==> src/design/wan_pkg.sv <==
package wan_pkg;

   localparam int TIME_BITS_DEF = 40;
   localparam int SEARCH_DAYS   = 8;

   localparam int DAY_SECS      = 86400;
   localparam int WEEK_SECS     = 604800;
   localparam int HOUR_SECS     = 3600;
   localparam int MIN_SECS      = 60;
   localparam int DAYS_PER_WEEK = 7;
   localparam int EPOCH_WDAY    = 4;

   localparam int DIV_DIGIT = 4;
   localparam int REM_W     = 20;
   localparam int SOD_W     = 17;
   localparam int SSOD_W    = SOD_W + 2;
   localparam int WDAY_W    = 3;

   localparam int WAKE_W  = 41;
   localparam int UNTIL_W = 20;

   localparam int ENABLE_W = 1;
   localparam int HOUR_W   = 5;
   localparam int MIN_W    = 6;
   localparam int MASK_W   = 7;
   localparam int ZONE_W   = 5;

   localparam int CSR_ADDR_W = 3;
   localparam int CSR_DATA_W = 7;

   localparam logic [CSR_ADDR_W-1:0] CSR_WAKE_ENABLE  = 3'd0;
   localparam logic [CSR_ADDR_W-1:0] CSR_WAKE_HOUR    = 3'd1;
   localparam logic [CSR_ADDR_W-1:0] CSR_WAKE_MINUTE  = 3'd2;
   localparam logic [CSR_ADDR_W-1:0] CSR_WEEKDAY_MASK = 3'd3;
   localparam logic [CSR_ADDR_W-1:0] CSR_ZONE_OFFSET  = 3'd4;

   localparam logic [HOUR_W-1:0] WAKE_HOUR_RST = 5'd8;
   localparam logic [MIN_W-1:0]  WAKE_MIN_RST  = 6'd0;
   localparam logic [MASK_W-1:0] MASK_RST      = 7'h7f;
   localparam logic [ZONE_W-1:0] ZONE_RST      = 5'b11000;

   // fold DIV_DIGIT bits of the time into the remainder modulo one week
   function automatic logic [REM_W-1:0] rem_step(input logic [REM_W-1:0] rem,
                                                 input logic [DIV_DIGIT-1:0] digit);
      logic [REM_W:0]   x;
      logic [REM_W-1:0] r;
      r = rem;
      for (int j = 0; j < DIV_DIGIT; j++) begin
         x = {r, digit[DIV_DIGIT-1-j]};
         if (x >= (REM_W+1)'(WEEK_SECS)) begin
            x = x - (REM_W+1)'(WEEK_SECS);
         end
         r = x[REM_W-1:0];
      end
      return r;
   endfunction

endpackage

==> src/design/weekly_alarm_next_wake.sv <==
// The request word passes through the division stages, then the split, local-time, search and output
// registers; the week-remainder division takes one 4-bit digit a stage.
// Throughput: one word per cycle; every stage moves together when the output register is
// free or its word is being taken.
// Reset: synchronous, active high; clears the stage valid bits and restores the registers
// to enable 0, 08:00, all weekdays, offset -8 hours.
module weekly_alarm_next_wake #(
   parameter int TIME_BITS = wan_pkg::TIME_BITS_DEF
) (
   input  logic                          clock,
   input  logic                          reset,
   input  logic                          csr_write,
   input  logic [wan_pkg::CSR_ADDR_W-1:0] csr_index,
   input  logic [wan_pkg::CSR_DATA_W-1:0] csr_data,
   input  logic                          req_valid,
   output logic                          req_stall,
   input  logic [TIME_BITS-1:0]          req_now_seconds,
   input  logic                          req_time_valid,
   output logic                          rsp_valid,
   input  logic                          rsp_stall,
   output logic [wan_pkg::WAKE_W-1:0]    rsp_wake_time,
   output logic [wan_pkg::UNTIL_W-1:0]   rsp_seconds_until,
   output logic                          rsp_wake_ready
);
   import wan_pkg::*;

   localparam int ND    = (TIME_BITS + DIV_DIGIT - 1) / DIV_DIGIT;
   localparam int PAD_W = ND * DIV_DIGIT;
   localparam int SUM_W = (TIME_BITS + 1 > WAKE_W) ? TIME_BITS + 1 : WAKE_W;

   logic                wake_enable_ff;
   logic [HOUR_W-1:0]   wake_hour_ff;
   logic [MIN_W-1:0]    wake_minute_ff;
   logic [MASK_W-1:0]   weekday_mask_ff;
   logic [ZONE_W-1:0]   zone_offset_hours_ff;

   always_ff @(posedge clock) begin
      if (reset) begin
         wake_enable_ff       <= 1'b0;
         wake_hour_ff         <= WAKE_HOUR_RST;
         wake_minute_ff       <= WAKE_MIN_RST;
         weekday_mask_ff      <= MASK_RST;
         zone_offset_hours_ff <= ZONE_RST;
      end else if (csr_write) begin
         unique case (csr_index)
            CSR_WAKE_ENABLE:  wake_enable_ff       <= csr_data[ENABLE_W-1:0];
            CSR_WAKE_HOUR:    wake_hour_ff         <= csr_data[HOUR_W-1:0];
            CSR_WAKE_MINUTE:  wake_minute_ff       <= csr_data[MIN_W-1:0];
            CSR_WEEKDAY_MASK: weekday_mask_ff      <= csr_data[MASK_W-1:0];
            CSR_ZONE_OFFSET:  zone_offset_hours_ff <= csr_data[ZONE_W-1:0];
            default: ;
         endcase
      end
   end

   logic adv;
   logic out_vld_ff;

   assign adv       = !(out_vld_ff && rsp_stall);
   assign req_stall = !adv;

   logic live_in;
   assign live_in = req_time_valid && wake_enable_ff && (req_now_seconds != '0);

   // remainder of the time modulo one week, one digit a stage
   logic [REM_W-1:0]     div_rem_ff  [ND];
   logic [TIME_BITS-1:0] div_now_ff  [ND];
   logic                 div_vld_ff  [ND];
   logic                 div_live_ff [ND];

   genvar i;
   generate
      for (i = 0; i < ND; i++) begin : g_div
         logic [TIME_BITS-1:0] now_prev;
         logic [REM_W-1:0]     rem_prev;
         logic                 vld_prev;
         logic                 live_prev;
         logic [PAD_W-1:0]     pad;
         logic [REM_W-1:0]     rem_in;

         if (i == 0) begin : g_head
            assign now_prev  = req_now_seconds;
            assign rem_prev  = '0;
            assign vld_prev  = req_valid;
            assign live_prev = live_in;
         end else begin : g_body
            assign now_prev  = div_now_ff[i-1];
            assign rem_prev  = div_rem_ff[i-1];
            assign vld_prev  = div_vld_ff[i-1];
            assign live_prev = div_live_ff[i-1];
         end

         assign pad    = PAD_W'(now_prev);
         assign rem_in = rem_step(rem_prev, pad[PAD_W-1-DIV_DIGIT*i -: DIV_DIGIT]);

         always_ff @(posedge clock) begin
            if (reset) begin
               div_vld_ff[i] <= 1'b0;
            end else if (adv) begin
               div_vld_ff[i] <= vld_prev;
            end
         end

         always_ff @(posedge clock) begin
            if (adv) begin
               div_rem_ff[i]  <= rem_in;
               div_now_ff[i]  <= now_prev;
               div_live_ff[i] <= live_prev;
            end
         end
      end
   endgenerate

   // split the week remainder into UTC weekday offset and second of day
   logic                 a_vld_ff;
   logic                 a_live_ff;
   logic [TIME_BITS-1:0] a_now_ff;
   logic [WDAY_W-1:0]    a_day_ff;
   logic [SOD_W-1:0]     a_sod_ff;
   logic [WDAY_W-1:0]    a_day_in;
   logic [SOD_W-1:0]     a_sod_in;

   always_comb begin
      a_day_in = '0;
      a_sod_in = SOD_W'(div_rem_ff[ND-1]);
      for (int j = 1; j < DAYS_PER_WEEK; j++) begin
         if (div_rem_ff[ND-1] >= REM_W'(j * DAY_SECS)) begin
            a_day_in = WDAY_W'(j);
            a_sod_in = SOD_W'(div_rem_ff[ND-1] - REM_W'(j * DAY_SECS));
         end
      end
   end

   always_ff @(posedge clock) begin
      if (reset) begin
         a_vld_ff <= 1'b0;
      end else if (adv) begin
         a_vld_ff <= div_vld_ff[ND-1];
      end
   end

   always_ff @(posedge clock) begin
      if (adv) begin
         a_live_ff <= div_live_ff[ND-1];
         a_now_ff  <= div_now_ff[ND-1];
         a_day_ff  <= a_day_in;
         a_sod_ff  <= a_sod_in;
      end
   end

   // shift to local time, find local weekday, form wake offset within a day
   logic                 b_vld_ff;
   logic                 b_live_ff;
   logic [TIME_BITS-1:0] b_now_ff;
   logic [WDAY_W-1:0]    b_wday_ff;
   logic [SOD_W-1:0]     b_sod_ff;
   logic [SOD_W-1:0]     b_base_ff;
   logic                 b_carry_ff;
   logic [WDAY_W-1:0]    b_wday_in;
   logic [SOD_W-1:0]     b_sod_in;
   logic [SOD_W-1:0]     b_base_in;
   logic                 b_carry_in;

   always_comb begin
      logic signed [SSOD_W-1:0] zone_ext;
      logic signed [SSOD_W-1:0] zone_secs;
      logic signed [SSOD_W-1:0] sod_raw;
      logic signed [SSOD_W-1:0] sod_fix;
      logic [WDAY_W:0]          wsum;
      zone_ext  = SSOD_W'($signed(zone_offset_hours_ff));
      zone_secs = zone_ext * SSOD_W'(HOUR_SECS);
      sod_raw   = $signed({2'b00, a_sod_ff}) + zone_secs;
      priority if (sod_raw < 0) begin
         sod_fix = sod_raw + SSOD_W'(DAY_SECS);
         wsum    = {1'b0, a_day_ff} + (WDAY_W+1)'(EPOCH_WDAY - 1);
      end else if (sod_raw >= SSOD_W'(DAY_SECS)) begin
         sod_fix = sod_raw - SSOD_W'(DAY_SECS);
         wsum    = {1'b0, a_day_ff} + (WDAY_W+1)'(EPOCH_WDAY + 1);
      end else begin
         sod_fix = sod_raw;
         wsum    = {1'b0, a_day_ff} + (WDAY_W+1)'(EPOCH_WDAY);
      end
      if (wsum >= (WDAY_W+1)'(DAYS_PER_WEEK)) begin
         wsum = wsum - (WDAY_W+1)'(DAYS_PER_WEEK);
      end
      b_sod_in   = sod_fix[SOD_W-1:0];
      b_wday_in  = wsum[WDAY_W-1:0];
      b_base_in  = SOD_W'(int'(wake_hour_ff) * HOUR_SECS + int'(wake_minute_ff) * MIN_SECS);
      b_carry_in = (b_base_in >= SOD_W'(DAY_SECS));
   end

   always_ff @(posedge clock) begin
      if (reset) begin
         b_vld_ff <= 1'b0;
      end else if (adv) begin
         b_vld_ff <= a_vld_ff;
      end
   end

   always_ff @(posedge clock) begin
      if (adv) begin
         b_live_ff  <= a_live_ff;
         b_now_ff   <= a_now_ff;
         b_wday_ff  <= b_wday_in;
         b_sod_ff   <= b_sod_in;
         b_base_ff  <= b_base_in;
         b_carry_ff <= b_carry_in;
      end
   end

   // test the day candidates side by side, earliest wins
   logic                 c_vld_ff;
   logic                 c_hit_ff;
   logic [TIME_BITS-1:0] c_now_ff;
   logic [UNTIL_W-1:0]   c_delta_ff;
   logic                 c_found_in;
   logic [UNTIL_W-1:0]   c_delta_in;

   always_comb begin
      logic [REM_W-1:0]  t;
      logic [WDAY_W:0]   wd;
      c_found_in = 1'b0;
      c_delta_in = '0;
      for (int k = SEARCH_DAYS - 1; k >= 0; k--) begin
         t  = REM_W'(k * DAY_SECS) + REM_W'(b_base_ff);
         wd = {1'b0, b_wday_ff} + (WDAY_W+1)'(k) + (WDAY_W+1)'(b_carry_ff);
         if (wd >= (WDAY_W+1)'(DAYS_PER_WEEK)) begin
            wd = wd - (WDAY_W+1)'(DAYS_PER_WEEK);
         end
         if (wd >= (WDAY_W+1)'(DAYS_PER_WEEK)) begin
            wd = wd - (WDAY_W+1)'(DAYS_PER_WEEK);
         end
         if (weekday_mask_ff[wd[WDAY_W-1:0]] && (t > REM_W'(b_sod_ff))) begin
            c_found_in = 1'b1;
            c_delta_in = UNTIL_W'(t - REM_W'(b_sod_ff));
         end
      end
   end

   always_ff @(posedge clock) begin
      if (reset) begin
         c_vld_ff <= 1'b0;
      end else if (adv) begin
         c_vld_ff <= b_vld_ff;
      end
   end

   always_ff @(posedge clock) begin
      if (adv) begin
         c_hit_ff   <= b_live_ff && c_found_in;
         c_now_ff   <= b_now_ff;
         c_delta_ff <= c_delta_in;
      end
   end

   // output register: add the offset to now, zero the word when the request is not live or nothing was found
   logic [WAKE_W-1:0]  out_wake_ff;
   logic [UNTIL_W-1:0] out_until_ff;
   logic               out_ready_ff;
   logic [SUM_W-1:0]   wake_sum;

   assign wake_sum = SUM_W'(c_now_ff) + SUM_W'(c_delta_ff);

   always_ff @(posedge clock) begin
      if (reset) begin
         out_vld_ff <= 1'b0;
      end else if (adv) begin
         out_vld_ff <= c_vld_ff;
      end
   end

   always_ff @(posedge clock) begin
      if (adv) begin
         if (c_hit_ff) begin
            out_wake_ff  <= wake_sum[WAKE_W-1:0];
            out_until_ff <= c_delta_ff;
            out_ready_ff <= 1'b1;
         end else begin
            out_wake_ff  <= '0;
            out_until_ff <= '0;
            out_ready_ff <= 1'b0;
         end
      end
   end

   assign rsp_valid         = out_vld_ff;
   assign rsp_wake_time     = out_wake_ff;
   assign rsp_seconds_until = out_until_ff;
   assign rsp_wake_ready    = out_ready_ff;

endmodule
==> config.mk <==
export PLATFORM = sky130hd
export DESIGN_NAME = weekly_alarm_next_wake
export DESIGN_NICKNAME = d
export VERILOG_FILES = /design/src/design/wan_pkg.sv /design/src/design/weekly_alarm_next_wake.sv
export SDC_FILE = /design/constraint.sdc
export NUM_CORES = 2
export LEC_CHECK = 0
export BUFFER_PORTS_ARGS = -buffer_cell sky130_fd_sc_hd__buf_2
export CORE_MARGIN = 2
export CORE_UTILIZATION = 40
export DETAILED_ROUTE_END_ITERATION = 12
export GPL_TIMING_DRIVEN = 0
export PLACE_DENSITY = 0.58
export SLEW_MARGIN = 20
export SYNTH_ARGS = -nofsm -noshare
export SYNTH_HDL_FRONTEND = slang
export SYNTH_SLANG_ARGS = --single-unit
export TNS_END_PERCENT = 10
==> constraint.sdc <==
create_clock -name clock -period 60.1 [get_ports clock]
set_input_delay 9.015 -clock clock [delete_from_list [all_inputs] [get_ports clock]]
set_output_delay 9.015 -clock clock [all_outputs]
set_load 0.02 [all_outputs]
==> out/metrics.cfg <==
[floorplan]
coreArea_um2 = 119500
start_util = 0.4021
io_pins = 120
num_rows = 127
chipHeight_um = 350.6
die_area_um2 = 122900
die_w_um = 350.6

[sta]
relSlewSlack = 0.2495
maxSlewViolCount = 0
setup_viol = 0
finalSetupTns_ns = 0
skew_ns = 0.03136
hold_viol = 0
period_minus_slack_ns = 18.62
max_freq_ghz = 0.05371
grt_setup_unrepaired = no
worst_slew_pin_slew_ns = 1.116
period_share = 0.3098

[global_route]
grt.met3_usage = 0.02338
grt_pass1_wl_um = 190700
grt_overflow = 0
grt_pass1_vias = 33980
met1_usage = 0.2746
track_usage = 0.1944
grtUsageMet2 = 0.3145
grt.busiest_layer = met2
antenna_found_initial = 1
grt_max_degree = 58

[critical_path]
required_ns = 51.08
cp_top_family = buffers and inverters
crit_top_cell = buf_2
cp_cell_sequence = buf_2, nand2_1, inv_1, buf_2
cp-end-kind = output pin
path_max_fanout = 7
path_buf_inv = 3
worstSetupStartpointType = input port
worstReg2RegStart = div_now_ff[4][26]
cp.arrival_ns = 9.61
cp-startpoint = rsp_stall
slowest_stage = buf_2
ff2ff_path_depth = 30
cp_num_cells = 4
critical_path_class = input port to output pin
critPathMaxStageDelay_ns = 0.21

[cells_and_area]
syn_to_final_growth_pct = 12.24
final_common_cell = edfxtp_1
mostFrequentLayoutCells = edfxtp_1 (748), nor2_1 (352), a21oi_1 (326)
drive_gt1_frac = 0.08467
finalNetCount = 5118

[clock_tree]
postCtsResizedCells = 0
cts_setup_buffers = 0
ctsHoldBuffers = 0
cts_buffer_depth = 3
clock-sinks = 776
root_buffer = clkbuf_16
clk_latency_ns = 0.69
cts_buffers = 85
clk_pin_slew_ns = 0.06
cts_tree = built
htree_levels = 3

[synthesis]
ys_async_sr_fraction = 0
syn_area_um2 = 48050
yosys_warnings = 0
synthTopCellsByArea = edfxtp_1 (47%), ha_1 (6.1%), xnor2_1 (5.5%)
yosysSeqAreaShare = 0.4791
ys_ff_latch = 776
syn_avg_cell_area_um2 = 10.49
synth_top_cell_area_share = 0.4675
yosysTopAreaCell = edfxtp_1
ys_types = 111
synthCells = 4582
synthFlopType = edfxtp_1
syn_nets = 4894
synth_edf_count = 748

[placement]
port_buffers = 119
gp_congestion = 0.9493
hpwl_um = 91740

[worst_hold_path]
worst_hold_startpoint = div_now_ff[6][1]
whs_path_depth = 0
hold_path.class = flop to flop

[outcome]
outcome = completed

[route]
dr.pass1.iters = 6
postRouteAntennaNets = 0
num_vias = 36120
wire_per_inst_um = 18.72
drt_iter0_markers = 3068
drt_wl_total_um = 121500
drcViolationCount = 0
via_per_inst = 5.565

[run]
drv_cap = 0

-- final timing paths --
check | endpoint | slack [ns]
max | req_stall | 41.48
min | div_now_ff[7][1] | 0.40
max reg2reg | div_rem_ff[5][10] | 50.99
min reg2reg | div_now_ff[7][1] | 0.40
-- sequential cells by signal (all words and copies together), names as in the netlist, 13 cells and up --
register           flops
c_delta_ff            20
rsp_seconds_until     20
b_base_ff             15
div_now_ff           398
rsp_wake_time         41
c_now_ff              40
a_now_ff              40
div_rem_ff            80
b_now_ff              40
b_sod_ff              13
-- routing by layer --
| metal | routed length (um) | up-vias | share of wire |
|---|---|---|---|
| li1 | - | 17700 | - |
| met1 | 57550 | 17350 | 0.47 |
| met3 | 5407 | 162 | 0.045 |
| met4 | 2968 | 0 | 0.024 |
| met5 | 0 | - | 0 |
| met2 | 55570 | 909 | 0.46 |
-- synthesized netlist by cell type, types with 16 or more instances --
master	number
edfxtp_1	748
nor2_1	352
a21oi_1	326
nand2_1	305
xnor2_1	302
o21ai_0	264
ha_1	235
inv_1	235
nor3_1	120
nand3_1	119
xor2_1	117
clkbuf_1	111
a21o_1	79
mux2i_1	75
and2_1	63
a211oi_1	58
o21a_1	51
a31oi_1	47
nand4_1	47
and3_1	45
nor4_1	44
nand2b_1	43
nor2b_1	43
o211ai_1	43
a21boi_0	38
o31ai_1	37
or2_2	36
o21bai_1	32
o22ai_1	29
dfxtp_1	28
mux2_2	27
a211o_1	26
or3_1	23
or4_1	23
fa_1	21
o221ai_1	17
nand3b_1	16
nor3b_1	16
o31a_1	16
-- cells by family after synthesis --
family	share of synthesized area
AND/OR/NAND/NOR	0.1421
multiplexers	0.02594
buffers and inverters	0.03114
XOR/XNOR	0.07671
AO/OA/AOI/OAI	0.1750
flip-flops	0.4791
adder cells (fa/ha/maj)	0.06994
-- layout make-up --
cell class / count / area (um^2)
fillers: 11310 / 65560
plain buffers: 143 / 591.8
multi-input cells: 3421 / 23560
clock inverters: 61 / 629.4
diodes: 1 / 2.502
inverters: 242 / 908.4
clock buffers: 98 / 2197
flip-flops and latches: 776 / 23020
repair buffers: 137 / 1006
well taps: 1612 / 2017
-- metrics by stage --
step,hold WS [ns],instances,instance area (um^2),util,worst slack (ns)
global route,0.3978,6490,53930,0.4513,41.43
floorplan,0.4003,4582,48050,-,29.15
global placement,0.4002,6313,50660,0.4240,21.03
finish,0.4018,6491,53930,0.4513,41.48
CTS,0.3981,6490,53920,0.4513,41.47
detailed placement,0.4045,6331,51100,0.4276,41.48
Power is left out: the tool's default activity adds up to more than one toggle a clock period on the data nets, which glitch-free logic cannot reach.
